### src/fra_pkg.sv
// Shared types and constants for the FIFO resource admission block.
// No dependencies; used by fra_ctrl, fra_dp and fifo_resource_admission.
package fra_pkg;

  localparam int RES_WIDTH   = 12;
  localparam int TIME_WIDTH  = 32;
  localparam int MAX_RESULTS = 16;
  localparam int RPTR_W      = $clog2(MAX_RESULTS);
  localparam int RCNT_W      = $clog2(MAX_RESULTS + 1);

  localparam logic [1:0] CMD_ARRIVAL  = 2'd0;
  localparam logic [1:0] CMD_COMPLETE = 2'd1;
  localparam logic [1:0] CMD_STATUS   = 2'd2;
  localparam logic [1:0] CMD_NONE     = 2'd3;

  localparam logic [1:0] KIND_ADMIT  = 2'd0;
  localparam logic [1:0] KIND_DROP   = 2'd1;
  localparam logic [1:0] KIND_STATUS = 2'd2;

  localparam logic [1:0] REG_BUFFER_LIMIT   = 2'd0;
  localparam logic [1:0] REG_TOTAL_CAPACITY = 2'd1;

  typedef struct packed {
    logic [1:0]            command;
    logic [TIME_WIDTH-1:0] now;
    logic                  source_id;
    logic [RES_WIDTH-1:0]  required_resource;
    logic [4:0]            slot;
  } job_in_t;

  typedef struct packed {
    logic [1:0]            kind;
    logic [4:0]            granted_slot;
    logic                  job_source;
    logic [RES_WIDTH-1:0]  job_demand;
    logic [TIME_WIDTH-1:0] wait_time;
    logic [RES_WIDTH-1:0]  free_capacity;
    logic [4:0]            queue_count;
    logic [31:0]           penalty_total;
    logic                  last;
  } job_out_t;

  typedef struct packed {
    logic                  src;
    logic [RES_WIDTH-1:0]  dem;
    logic [TIME_WIDTH-1:0] stamp;
  } queue_entry_t;

  typedef struct packed {
    logic                 src;
    logic [RES_WIDTH-1:0] dem;
  } slot_entry_t;

  // controller -> datapath
  typedef struct packed {
    logic capture;
    logic enqueue;
    logic push_drop;
    logic push_status;
    logic rel_read;
    logic release_slot;
    logic head_read;
    logic admit;
    logic scan_read;
    logic scan_next;
    logic pen_update;
    logic pen_waiting;
    logic emit_next;
  } ctl_cmd_t;

  // datapath -> controller
  typedef struct packed {
    logic drop;
    logic fill_zero;
    logic rbuf_full;
    logic admit_ok;
    logic scan_done;
    logic scan_src0;
    logic no_results;
    logic emit_last;
  } dp_stat_t;

endpackage

### src/fifo_resource_admission.sv
// Top level of the FIFO head-of-line resource admission block.
// Depends on fra_pkg, fra_ctrl and fra_dp.
//
//  channel  | handshake               | word
//  item     | item_valid / item_stall | job_in_t: command, now, source, demand, slot
//  result   | result_valid / stall    | job_out_t: one per admission, drop or status
//  cfg      | cfg_valid / cfg_ready   | cfg_index, cfg_data (always ready)
//
// One item at a time: status and drop go straight to delivery. A completion first
// releases its slot; an arrival or completion then admits queue heads while they
// fit, scans the queue for the first source 0 job and updates the penalty.
// Results are buffered and delivered one a cycle while result_stall is low, after
// the penalty update for an arrival or completion. Synchronous reset clears all
// control state; queue memory is not cleared. item_stall is high while an accepted
// arrival, completion or status is handled and until all its results are taken.
module fifo_resource_admission #(
  parameter int QUEUE_DEPTH  = 16,
  parameter int ACTIVE_SLOTS = 32
) (
  input  logic                          clk,
  input  logic                          rst,
  input  logic                          item_valid,
  output logic                          item_stall,
  input  fra_pkg::job_in_t              item,
  output logic                          result_valid,
  input  logic                          result_stall,
  output fra_pkg::job_out_t             result,
  input  logic                          cfg_valid,
  output logic                          cfg_ready,
  input  logic [1:0]                    cfg_index,
  input  logic [fra_pkg::RES_WIDTH-1:0] cfg_data
);
  import fra_pkg::*;

  ctl_cmd_t cmd;
  dp_stat_t stat;

  assign cfg_ready = 1'b1;

  fra_ctrl u_ctrl (
    .clk          (clk),
    .rst          (rst),
    .item_valid   (item_valid),
    .item_command (item.command),
    .item_stall   (item_stall),
    .result_valid (result_valid),
    .result_stall (result_stall),
    .stat         (stat),
    .cmd          (cmd)
  );

  fra_dp #(
    .QUEUE_DEPTH  (QUEUE_DEPTH),
    .ACTIVE_SLOTS (ACTIVE_SLOTS)
  ) u_dp (
    .clk       (clk),
    .rst       (rst),
    .item      (item),
    .cfg_we    (cfg_valid && cfg_ready),
    .cfg_index (cfg_index),
    .cfg_data  (cfg_data),
    .cmd       (cmd),
    .stat      (stat),
    .result    (result)
  );

  a_no_accept_while_emit: assert property (@(posedge clk) disable iff (rst)
    result_valid |-> item_stall)
    else $error("item accepted while results pending");

  a_single_result_last: assert property (@(posedge clk) disable iff (rst)
    result_valid && (result.kind == KIND_DROP || result.kind == KIND_STATUS)
      |-> result.last)
    else $error("drop or status word not marked last");

  a_more_follow: assert property (@(posedge clk) disable iff (rst)
    result_valid && !result_stall && !result.last |=> result_valid)
    else $error("result burst ended before last word");

  a_admit_cmd_exclusive: assert property (@(posedge clk) disable iff (rst)
    cmd.admit |-> !cmd.release_slot && !cmd.enqueue)
    else $error("admission overlaps release or enqueue");

endmodule

### src/fra_dp.sv
// Datapath: wait queue memory, active slot table, pool and penalty state,
// result buffer. Depends on fra_pkg; driven by fra_ctrl commands.
module fra_dp #(
  parameter int QUEUE_DEPTH  = 16,
  parameter int ACTIVE_SLOTS = 32
) (
  input  logic                            clk,
  input  logic                            rst,
  input  fra_pkg::job_in_t                item,
  input  logic                            cfg_we,
  input  logic [1:0]                      cfg_index,
  input  logic [fra_pkg::RES_WIDTH-1:0]   cfg_data,
  input  fra_pkg::ctl_cmd_t               cmd,
  output fra_pkg::dp_stat_t               stat,
  output fra_pkg::job_out_t               result
);
  import fra_pkg::*;

  localparam int QW  = $clog2(QUEUE_DEPTH);
  localparam int FW  = $clog2(QUEUE_DEPTH + 1);
  localparam int SW  = $clog2(ACTIVE_SLOTS);
  localparam int CW  = $clog2(ACTIVE_SLOTS + 1);
  localparam int HW  = RES_WIDTH + SW;
  localparam int LW  = (FW > 5) ? FW : 5;
  localparam int SXW = (SW > 5) ? SW : 5;

  logic [4:0]            limit;
  logic [RES_WIDTH-1:0]  free_pool;
  logic [QW-1:0]         head;
  logic [FW-1:0]         fill;
  logic [FW-1:0]         scan_i;
  queue_entry_t          qmem [QUEUE_DEPTH];
  queue_entry_t          qrd;
  slot_entry_t           amem [ACTIVE_SLOTS];
  slot_entry_t           ard;
  logic [ACTIVE_SLOTS-1:0] at_valid;
  logic [HW-1:0]         held;
  logic [CW-1:0]         s1_count;
  logic                  cond_met;
  logic [TIME_WIDTH-1:0] cond_start;
  logic [31:0]           pen;
  job_in_t               cur;
  job_out_t              rbuf [MAX_RESULTS];
  logic [RCNT_W-1:0]     rcount;
  logic [RPTR_W-1:0]     rptr;

  logic [LW-1:0]         limit_eff;
  logic [QW:0]           tail_sum;
  logic [QW-1:0]         tail;
  logic [QW:0]           scan_sum;
  logic [QW-1:0]         scan_addr;
  logic [SXW-1:0]        slot_ext;
  logic                  slot_in_range;
  logic [SW-1:0]         slot_idx;
  logic                  free_any;
  logic [SW-1:0]         free_idx;
  logic [RES_WIDTH:0]    rel_sum;
  logic [HW:0]           avail;
  logic                  cond_now;

  always_comb begin
    limit_eff = (LW'(limit) > LW'(QUEUE_DEPTH)) ? LW'(QUEUE_DEPTH) : LW'(limit);
    tail_sum  = {1'b0, head} + (QW+1)'(fill);
    tail      = (tail_sum >= (QW+1)'(QUEUE_DEPTH)) ?
                QW'(tail_sum - (QW+1)'(QUEUE_DEPTH)) : QW'(tail_sum);
    scan_sum  = {1'b0, head} + (QW+1)'(scan_i);
    scan_addr = (scan_sum >= (QW+1)'(QUEUE_DEPTH)) ?
                QW'(scan_sum - (QW+1)'(QUEUE_DEPTH)) : QW'(scan_sum);
    slot_ext      = SXW'(cur.slot);
    slot_in_range = ({27'd0, cur.slot} < 32'(ACTIVE_SLOTS));
    slot_idx      = SW'(slot_ext);
    rel_sum   = {1'b0, free_pool} + {1'b0, ard.dem};
    avail     = {1'b0, held} + (HW+1)'(free_pool);
  end

  // lowest free slot
  always_comb begin
    free_any = 1'b0;
    free_idx = '0;
    for (int i = ACTIVE_SLOTS - 1; i >= 0; i--) begin
      if (!at_valid[i]) begin
        free_any = 1'b1;
        free_idx = SW'(i);
      end
    end
  end

  always_comb begin
    cond_now = (s1_count != '0) && cmd.pen_waiting && (avail >= (HW+1)'(qrd.dem));
  end

  assign stat.drop       = LW'(fill) >= limit_eff;
  assign stat.fill_zero  = (fill == '0);
  assign stat.rbuf_full  = (rcount == RCNT_W'(MAX_RESULTS));
  assign stat.admit_ok   = free_any && (qrd.dem <= free_pool);
  assign stat.scan_done  = (scan_i == fill);
  assign stat.scan_src0  = !qrd.src;
  assign stat.no_results = (rcount == '0);
  assign stat.emit_last  = (RCNT_W'(rptr) + RCNT_W'(1)) == rcount;

  always_comb begin
    result = rbuf[rptr];
    result.penalty_total = pen;
    result.last = stat.emit_last;
  end

  // memories
  always_ff @(posedge clk) begin
    if (cmd.enqueue) begin
      qmem[tail] <= '{src: item.source_id, dem: item.required_resource, stamp: item.now};
    end
    if (cmd.head_read) begin
      qrd <= qmem[head];
    end else if (cmd.scan_read) begin
      qrd <= qmem[scan_addr];
    end
    if (cmd.admit && stat.admit_ok) begin
      amem[free_idx] <= '{src: qrd.src, dem: qrd.dem};
    end
    if (cmd.rel_read) begin
      ard <= amem[slot_idx];
    end
  end

  // result buffer and latched item (payload)
  always_ff @(posedge clk) begin
    if (cmd.capture) begin
      cur <= item;
    end
    if (cmd.push_drop || cmd.push_status) begin
      rbuf[0] <= '{kind: cmd.push_drop ? KIND_DROP : KIND_STATUS,
                   granted_slot: 5'd0,
                   job_source: cmd.push_drop ? item.source_id : 1'b0,
                   job_demand: cmd.push_drop ? item.required_resource : '0,
                   wait_time: '0,
                   free_capacity: free_pool,
                   queue_count: 5'(fill),
                   penalty_total: '0,
                   last: 1'b0};
    end else if (cmd.admit && stat.admit_ok) begin
      rbuf[RPTR_W'(rcount)] <= '{kind: KIND_ADMIT,
                                 granted_slot: 5'(free_idx),
                                 job_source: qrd.src,
                                 job_demand: qrd.dem,
                                 wait_time: cur.now - qrd.stamp,
                                 free_capacity: free_pool - qrd.dem,
                                 queue_count: 5'(fill - FW'(1)),
                                 penalty_total: '0,
                                 last: 1'b0};
    end
  end

  always_ff @(posedge clk) begin
    if (rst) begin
      limit      <= 5'd16;
      free_pool  <= RES_WIDTH'(256);
      head       <= '0;
      fill       <= '0;
      scan_i     <= '0;
      at_valid   <= '0;
      held       <= '0;
      s1_count   <= '0;
      cond_met   <= 1'b0;
      cond_start <= '0;
      pen        <= '0;
      rcount     <= '0;
      rptr       <= '0;
    end else begin
      if (cfg_we) begin
        unique case (cfg_index)
          REG_BUFFER_LIMIT:   limit <= cfg_data[4:0];
          REG_TOTAL_CAPACITY: free_pool <= cfg_data;
          default: ;
        endcase
      end
      // drop and status words are pushed in the capture cycle
      if (cmd.capture) begin
        rcount <= (cmd.push_drop || cmd.push_status) ? RCNT_W'(1) : '0;
        rptr   <= '0;
        scan_i <= '0;
      end
      if (cmd.enqueue) begin
        fill <= fill + FW'(1);
      end
      if (cmd.release_slot && slot_in_range && at_valid[slot_idx]) begin
        free_pool <= rel_sum[RES_WIDTH] ? '1 : rel_sum[RES_WIDTH-1:0];
        at_valid[slot_idx] <= 1'b0;
        if (ard.src) begin
          held     <= held - HW'(ard.dem);
          s1_count <= s1_count - CW'(1);
        end
      end
      if (cmd.admit && stat.admit_ok) begin
        head <= (head == QW'(QUEUE_DEPTH - 1)) ? '0 : head + QW'(1);
        fill <= fill - FW'(1);
        free_pool <= free_pool - qrd.dem;
        at_valid[free_idx] <= 1'b1;
        rcount <= rcount + RCNT_W'(1);
        if (qrd.src) begin
          held     <= held + HW'(qrd.dem);
          s1_count <= s1_count + CW'(1);
        end
      end
      if (cmd.scan_next) begin
        scan_i <= scan_i + FW'(1);
      end
      if (cmd.pen_update) begin
        if (cond_now) begin
          if (!cond_met) begin
            cond_start <= cur.now;
            cond_met   <= 1'b1;
          end
        end else if (cond_met) begin
          pen      <= pen + 32'(cur.now - cond_start);
          cond_met <= 1'b0;
        end
      end
      if (cmd.emit_next) begin
        rptr <= rptr + RPTR_W'(1);
      end
    end
  end

endmodule

### src/fra_ctrl.sv
// Controller: sequences capture, release, admission loop, queue scan,
// penalty update and result delivery. Depends on fra_pkg.
module fra_ctrl (
  input  logic               clk,
  input  logic               rst,
  input  logic               item_valid,
  input  logic [1:0]         item_command,
  output logic               item_stall,
  output logic               result_valid,
  input  logic               result_stall,
  input  fra_pkg::dp_stat_t  stat,
  output fra_pkg::ctl_cmd_t  cmd
);
  import fra_pkg::*;

  typedef enum logic [3:0] {
    S_IDLE, S_REL_RD, S_REL, S_HEAD_RD, S_ADMIT,
    S_SCAN_RD, S_SCAN_CHK, S_PEN, S_EMIT
  } state_t;

  state_t state;
  logic   accept;
  // waiting flag rides with the step that found (or missed) a source 0 job
  logic   pen_waiting;

  assign item_stall   = (state != S_IDLE);
  assign result_valid = (state == S_EMIT);
  assign accept       = item_valid && (state == S_IDLE);

  always_comb begin
    cmd = '0;
    cmd.pen_waiting = pen_waiting;
    unique case (state)
      S_IDLE: begin
        cmd.capture     = accept;
        cmd.enqueue     = accept && (item_command == CMD_ARRIVAL) && !stat.drop;
        cmd.push_drop   = accept && (item_command == CMD_ARRIVAL) && stat.drop;
        cmd.push_status = accept && (item_command == CMD_STATUS);
      end
      // slot number is taken from the captured word
      S_REL_RD:   cmd.rel_read = 1'b1;
      S_REL:      cmd.release_slot = 1'b1;
      S_HEAD_RD:  cmd.head_read = !stat.fill_zero && !stat.rbuf_full;
      S_ADMIT:    cmd.admit = 1'b1;
      S_SCAN_RD:  cmd.scan_read = !stat.scan_done;
      S_SCAN_CHK: cmd.scan_next = !stat.scan_src0;
      S_PEN:      cmd.pen_update = 1'b1;
      S_EMIT:     cmd.emit_next = !result_stall;
      default: ;
    endcase
  end

  always_ff @(posedge clk) begin
    if (rst) begin
      state       <= S_IDLE;
      pen_waiting <= 1'b0;
    end else begin
      unique case (state)
        S_IDLE: begin
          if (accept) begin
            unique case (item_command)
              CMD_ARRIVAL:  state <= stat.drop ? S_EMIT : S_HEAD_RD;
              CMD_COMPLETE: state <= S_REL_RD;
              CMD_STATUS:   state <= S_EMIT;
              CMD_NONE:     state <= S_IDLE;
              default:      state <= S_IDLE;
            endcase
          end
        end
        S_REL_RD: state <= S_REL;
        S_REL:    state <= S_HEAD_RD;
        S_HEAD_RD: begin
          state <= (stat.fill_zero || stat.rbuf_full) ? S_SCAN_RD : S_ADMIT;
        end
        S_ADMIT:  state <= stat.admit_ok ? S_HEAD_RD : S_SCAN_RD;
        S_SCAN_RD: begin
          if (stat.scan_done) begin
            pen_waiting <= 1'b0;
            state       <= S_PEN;
          end else begin
            state <= S_SCAN_CHK;
          end
        end
        S_SCAN_CHK: begin
          if (stat.scan_src0) begin
            pen_waiting <= 1'b1;
            state       <= S_PEN;
          end else begin
            state <= S_SCAN_RD;
          end
        end
        S_PEN:  state <= stat.no_results ? S_IDLE : S_EMIT;
        S_EMIT: begin
          if (!result_stall && stat.emit_last) state <= S_IDLE;
        end
        default: state <= S_IDLE;
      endcase
    end
  end

endmodule
### config.mk
export PLATFORM = sky130hd
export DESIGN_NAME = fifo_resource_admission
export DESIGN_NICKNAME = d
export VERILOG_FILES = /design/src/fra_pkg.sv /design/src/fifo_resource_admission.sv /design/src/fra_dp.sv /design/src/fra_ctrl.sv
export SDC_FILE = /design/constraint.sdc
export NUM_CORES = 2
export LEC_CHECK = 0
export ABC_AREA = 1
export ABC_CLOCK_PERIOD_IN_PS = 10310
export BUFFER_PORTS_ARGS = -buffer_cell sky130_fd_sc_hd__buf_4
export CAP_MARGIN = 20
export CORE_MARGIN = 2
export CORE_UTILIZATION = 38
export DETAILED_ROUTE_END_ITERATION = 8
export PLACE_DENSITY = 0.49
export SKIP_CTS_REPAIR_TIMING = 1
export SLEW_MARGIN = 15
export SYNTH_ARGS = -nofsm -noshare
export SYNTH_HDL_FRONTEND = slang
export SYNTH_SLANG_ARGS = --single-unit
### constraint.sdc
create_clock -name clk -period 10.31 [get_ports clk]
set_clock_uncertainty 0.1 [all_clocks]
set_input_delay 1.031 -clock clk [delete_from_list [all_inputs] [get_ports clk]]
set_output_delay 1.031 -clock clk [all_outputs]
set_load 0.03 [all_outputs]
Word-level counts from Yosys, hierarchy flattened. Memory sizes are Yosys's and may differ from the RTL's. A register that Yosys moved wholly into a read port is not among the register bits. Index checks and enable logic that the tools add are counted.

Memories: 3. Output and inout port bits: 105. Memory bits (writable): 2240. Register bits after elaboration: 247.

Memories: u_dp.rbuf (depth 16, bits a word 69, read ports 1, clocked after memory_dff 1, wr ports 1, line fra_dp.sv:43) `job_out_t rbuf [MAX_RESULTS];`; u_dp.qmem (depth 16, bits a word 45, read ports 2, clocked after memory_dff 1, wr ports 1, line fra_dp.sv:32) `queue_entry_t qmem [QUEUE_DEPTH];`; u_dp.amem (depth 32, bits a word 13, read ports 1, clocked after memory_dff 1, wr ports 1, line fra_dp.sv:34) `slot_entry_t amem [ACTIVE_SLOTS];`.

Bitwise operators: 5. Mux-type cells: 142. $lt $le $gt $ge: 10. Reduce and logical (&&, ||, !) cells: 43. Eq/ne operators: 20. Add/subtract/negate cells: 21.

Operators with widths (number): two-way mux 5 bit (39); two-way mux 32 bit (3); two-way mux 45 bit (2); two-way mux 12 bit (6); two-way mux 69 bit (1); OR reduction 69 bit (1); two-way mux 17 bit (4); subtractor 32 bit (2); two-way mux 4 bit (15); two-way mux 1 bit (59); one-hot mux 4 bit (9 select lines) (1); adder 32 bit (1); bitwise AND 32 bit (1); inverter 32 bit (1); OR 32 bit (1); two-way mux 6 bit (4); adder 17 x 12 -> 18 bit (1); >= comparator 18 x 12 -> 1 bit (1); adder 17 x 12 -> 17 bit (1); subtractor 17 x 12 -> 17 bit (1); equality test 4 x 3 -> 1 bit, second input constant (4); one-hot mux 4 bit (4 select lines) (1); adder 5 x 1 -> 5 bit, second input constant (3); logical AND 1 bit (14); 41 further kinds (74).

Longest topological paths before layout.
Word-level depth: 39. Gate-level depth with buffers: 35.

Hierarchy. From an unflattened synthesis, not the netlist that was laid out.

Cell total of the unflattened synthesis: 9644. Area, all modules: 112600.5 um^2.

Modules (own cells, without submodules): fra_dp (cells an instance 9561, area each 112130.0 um^2, sequential area each 73480.5 um^2, instances 1); fra_ctrl (cells an instance 81, area each 459.2 um^2, sequential area each 100.1 um^2, instances 1); fifo_resource_admission (cells an instance 2, area each 11.3 um^2, sequential area each 0.0 um^2, instances 1).

Least setup slack after synthesis. OpenSTA, ideal clock, no wires.

Path type: flip-flop to flip-flop. Start point: reg u_dp.qrd[32] (netlist name). End point: mem u_dp.rbuf[12][0] (netlist name), enable pin. Arrival: 7902 ps. Data required time: 9615 ps. Stages on the path, launching flop included: 18. Slack: 1713 ps. Path buffers: 1. Cell sequence: edfxtp_1 > ha_1 > fa_1 > o21ai_1 > nand3_1 > nand2_1 > nand3_1 > nand2_1 > nand2_1 > nand2_1 > nand2_1 > nand3_1 > a21o_1 > nand3_2 > clkbuf_1 > nor2_1 > nand2_1 > nor3b_1.

Word-level cells in the longest chain between the ends: 8. Elaborated cells on any way between the ends: 9.

RTL lines: start: declaration (line fra_dp.sv:33) `queue_entry_t qrd;`; start signal: assignment (line fra_dp.sv:113) `qrd <= qmem[head];`; start signal: assignment (line fra_dp.sv:115) `qrd <= qmem[scan_addr];`; less-or-equal comparator 12 bit * (line fra_dp.sv:95) `assign stat.admit_ok = free_any && (qrd.dem <= free_pool);`; logical AND 1 bit * (line fra_dp.sv:95); logical AND 1 bit * (line fra_dp.sv:140) `end else if (cmd.admit && stat.admit_ok) begin`; two-way mux 1 bit * (line fra_dp.sv:140); two-way mux 1 bit * (line fra_dp.sv:130) `if (cmd.push_drop || cmd.push_status) begin`; two-way mux 1 bit (implied by the code) * (line fra_dp.sv:141) `rbuf[RPTR_W'(rcount)] <= '{kind: KIND_ADMIT,`; OR reduction 69 bit (no line); two-way mux 4 bit (no line) or two-way mux 1 bit (tied branches); end: declaration (line fra_dp.sv:43).

Every way passes the cells marked *; elsewhere a longest branch is shown, timed or not.

Worst setup path after layout.
Start point: reg u_dp.qrd[34] (netlist name). End point: mem u_dp.rbuf[14][45] (netlist name), enable pin.

The elaborated chain is that of the path after synthesis.

==> reports/qor.txt <==
Critical path capture point type: flop
Worst reg2reg path depth: 20
End of the critical path: u_dp.rbuf[14][45]$_DFFE_PP_
Post-Syn Nets: 9672
R2r startpoint: u_dp.qrd[34]$_DFFE_PP_
Part of the Yosys area used for sequential elements: 66.06%
Grt total ovfl: 0
Tcrit/Tclk final: 54.40%
Setup TNS: 0 ns
Pin count of the biggest net entering global routing: 216
Worst R2R End: u_dp.rbuf[14][45]$_DFFE_PP_
Asr flop ratio synth: 0%
Setup crit start kind: flop
Worst skew pair latency: 0.90 ns
Share of cells above drive strength 1: 9.641%
Area growth syn-to-layout: 13.43%
Initial DRC Count: 8231
Io pins: 176
Synth area leader: edfxtp_1
Setup violators final: 0
Peak VDD IR: 0.0001443 V
Synth top area share: 62.95%
Nets: 9695
Hold slack: 0.2700 ns
Ys flop type: edfxtp_1
Rows: 198
Cells after Synth: 9406
DIE HEIGHT: 545.4 um
Synth area leaders: edfxtp_1 (63%), o21ai_0 (4.9%), a21oi_1 (4.5%)
Post-route DRC: 0
Num CTS Buffers: 285
Hold Violations, Final: 0
Final WL: 358800 um
Root buf cell: clkbuf_16
Status: finished clean
Core ar.: 291300 um2
GRT Util Overall: 23.29%
Worst endpoint required time: 10.69 ns
Rel. slew slack: 20.92%
Mux cell area share after synthesis: 2.480%
Most frequent cells in the layout: edfxtp_1 (2335), o21ai_0 (1079), a21oi_1 (988)
FMAX: 0.1783 GHz
CTS tree: done
EDFF count, synth: 2335
Worst EP arrival: 5.99 ns
Largest family of logic cells by synthesized area: compound AO/OA/AOI/OAI gates
Initial antenna violation count: 26
DR pass1 iterations: 8
Critical Path Source: u_dp.qrd[34]$_DFFE_PP_
Max Cap Viol: 0
Sink Count: 2508
Longest Clk Path Bufs: 4
Crit-path max FO: 34
Yosys reg bits: 2508
Synth Warn #: 0
H-Tree Depth: 5
Starting Density: 38.23%
Syn avg cell area: 11.84 um2
Worst Setup Path Type: flop to flop
RSZ-0062 raised after global routing: false
Flop2flop setup slack: 4.70 ns
Synth unique cells: 67
First-pass GRT wire length: 517700 um
Post-Syn Area: 111400 um2
Worst-path clk slew: 0.06 ns
Die W: 545.4 um
Power Density: 190.0 nW/um2
Max Slew Vio Count: 0
Post-DP HPWL: 201000 um
Fraction of synthesized cell area in xor and xnor cells: 0.9278%
Die ar.: 297500 um2
Measured slew at the worst slew-check pin: 1.186 ns
I/O Buffers: 174
Vias in the first global route: 74.87k
Compound-gate portion of the synthesized area: 16.97%
Final ANT Viol Nets: 0
Wire length per cell: 26.45 um
Leak: 43.84 nW
Hold WC Path Type: primary input to flop
Placer congestion estimate: 0.8593
Vias: 77.43k
Simple-gate share of the synthesized area: 6.358%
Final critical-path required period: 5.609 ns
Commonest non-fill, non-tap cell in the layout: edfxtp_1
Post-synthesis adder-cell area fraction: 2.453%
Via density: 5.708
==> kinds of logic (layout without fill, tap and decap cells) <==
kind of cell               count (synthesis)  after routing
xor gates and xnor gates                 118            118
muxes                                    276            276
and+or+nand+nor                         1734           1734
DFF                                     2508           2508
other                                      1              8
buffers and inverters                   1391           1642
AOI/OAI and AO/OA                       3183           3183
adders and majority gates                195            195
==> metal layers <==
layer	vias up	part of all wire, %	GRT usage, %
li1	34920	-	-
met1	38690	44	32.79
met2	3161	45	36.67
met3	643	7.5	3.980
met4	14	3.1	7.258
met5	-	0.028	0
==> how the worst min path moves through the flow <==
stage                                          from  slack, ns                              end  cells after the start
floorplan           u_dp.cond_start[0]$_SDFFE_PP0P_       0.33  u_dp.cond_start[0]$_SDFFE_PP0P_                      2
global placement    u_dp.cond_start[0]$_SDFFE_PP0P_       0.34  u_dp.cond_start[0]$_SDFFE_PP0P_                      2
detailed placement  u_dp.cond_start[4]$_SDFFE_PP0P_       0.35  u_dp.cond_start[4]$_SDFFE_PP0P_                      2
CTS                                         item[0]       0.20       u_dp.slot_ext[0]$_DFFE_PP_                      1
global route                                item[2]       0.23       u_dp.slot_ext[2]$_DFFE_PP_                      1
finish                                      item[3]       0.27       u_dp.slot_ext[3]$_DFFE_PP_                      1
==> critical path, stage by stage (launching register included) <==
cell and delay [ns]:
edfxtp_1 0.33, buf_4 0.37, inv_1 0.19, ha_1 0.39
nand2_1 0.09, o21ai_1 0.19, nand3_1 0.11, nand2_1 0.11
nand3_1 0.08, nand2_1 0.10, nand2_1 0.08, nand2_1 0.07
nand2_1 0.07, nand3_1 0.07, a21o_1 0.16, nand3_4 0.33
inv_2 0.14, nand3_1 0.32, nor2_4 0.60, buf_4 0.60
buf_4 0.66
==> layout make-up <==
| cell class | count | area [um2] |
|---|---|---|
| inverters | 771 | 2948 |
| multi-input cells | 5507 | 32940 |
| well taps | 3900 | 4880 |
| clock buffers | 356 | 7533 |
| repair buffers | 356 | 2867 |
| flip-flops and latches | 2508 | 73610 |
| clock inverters | 159 | 1553 |
| fillers | 26900 | 165000 |
| diodes | 7 | 17.52 |
==> synth_stat cells (6+ instances only) <==
library cell  count
nor3_2            8
a21oi_2          22
nand3_1         202
or3_1             7
fa_1             39
o211ai_1        341
edfxtp_1       2335
xnor2_1          45
a311oi_1          6
o21ai_2          11
o22ai_1          43
a22oi_1         222
a221oi_1        143
a211oi_1         14
a21oi_1         993
o31ai_1           9
a22o_1           16
nor3_1           25
mux2i_1         276
o21a_1           15
a2111o_1          7
a21o_1            6
nand4_1          37
inv_2            12
o221ai_1        104
ha_1            156
o21bai_1          7
nor2_1          507
buf_6             7
a21boi_0          7
buf_1            98
xor2_1           73
clkinv_1          6
inv_1           753
clkbuf_1        507
or2_2             8
nand2_1         911
a31oi_1          61
o21ai_1          41
o21ai_0        1093
a21boi_1          6
dfxtp_1         173
==> power by group <==
part | total, W | internal [W] | switching (W)
registers | 0.0113 | 0.0112 | 0.000151
clock network | 0.0100 | 0.00581 | 0.00418
logic | 0.00266 | 0.000848 | 0.00181
total | 0.0240 | 0.0179 | 0.00615
==> stage by stage <==
| step | setup WS [ns] | total power (W) | cell area [um2] | util [%] | instances |
|---|---|---|---|---|---|
| floorplan | 1.713 | 0.01317 | 111400 | - | 9406 |
| global placement | 4.563 | 0.01420 | 116900 | 40.14 | 13020 |
| detailed placement | 4.625 | 0.01422 | 117000 | 40.18 | 13030 |
| CTS | 4.596 | 0.02421 | 126100 | 43.29 | 13540 |
| global route | 4.300 | 0.02486 | 126300 | 43.37 | 13560 |
| finish | 4.701 | 0.02401 | 126300 | 43.37 | 13560 |
==> sequential cells by signal, indices dropped and copies added, names as in the netlist, 4 cells and up, named ones only <==
register         flops
u_dp.slot_ext        5
u_dp.at_valid       32
u_dp.scan_i          5
u_dp.rbuf         1104
u_dp.cur            32
u_dp.free_pool      12
u_dp.pen            32
u_dp.amem          416
u_dp.limit           5
u_dp.held           17
u_dp.rcount          5
u_dp.fill            5
u_dp.rptr            4
u_ctrl.state         4
u_dp.ard            13
u_dp.qmem          720
u_dp.cond_start     32
u_dp.head            4
u_dp.qrd            45
u_dp.s1_count        6
Note: power is estimated with default switching activity, not from simulation.
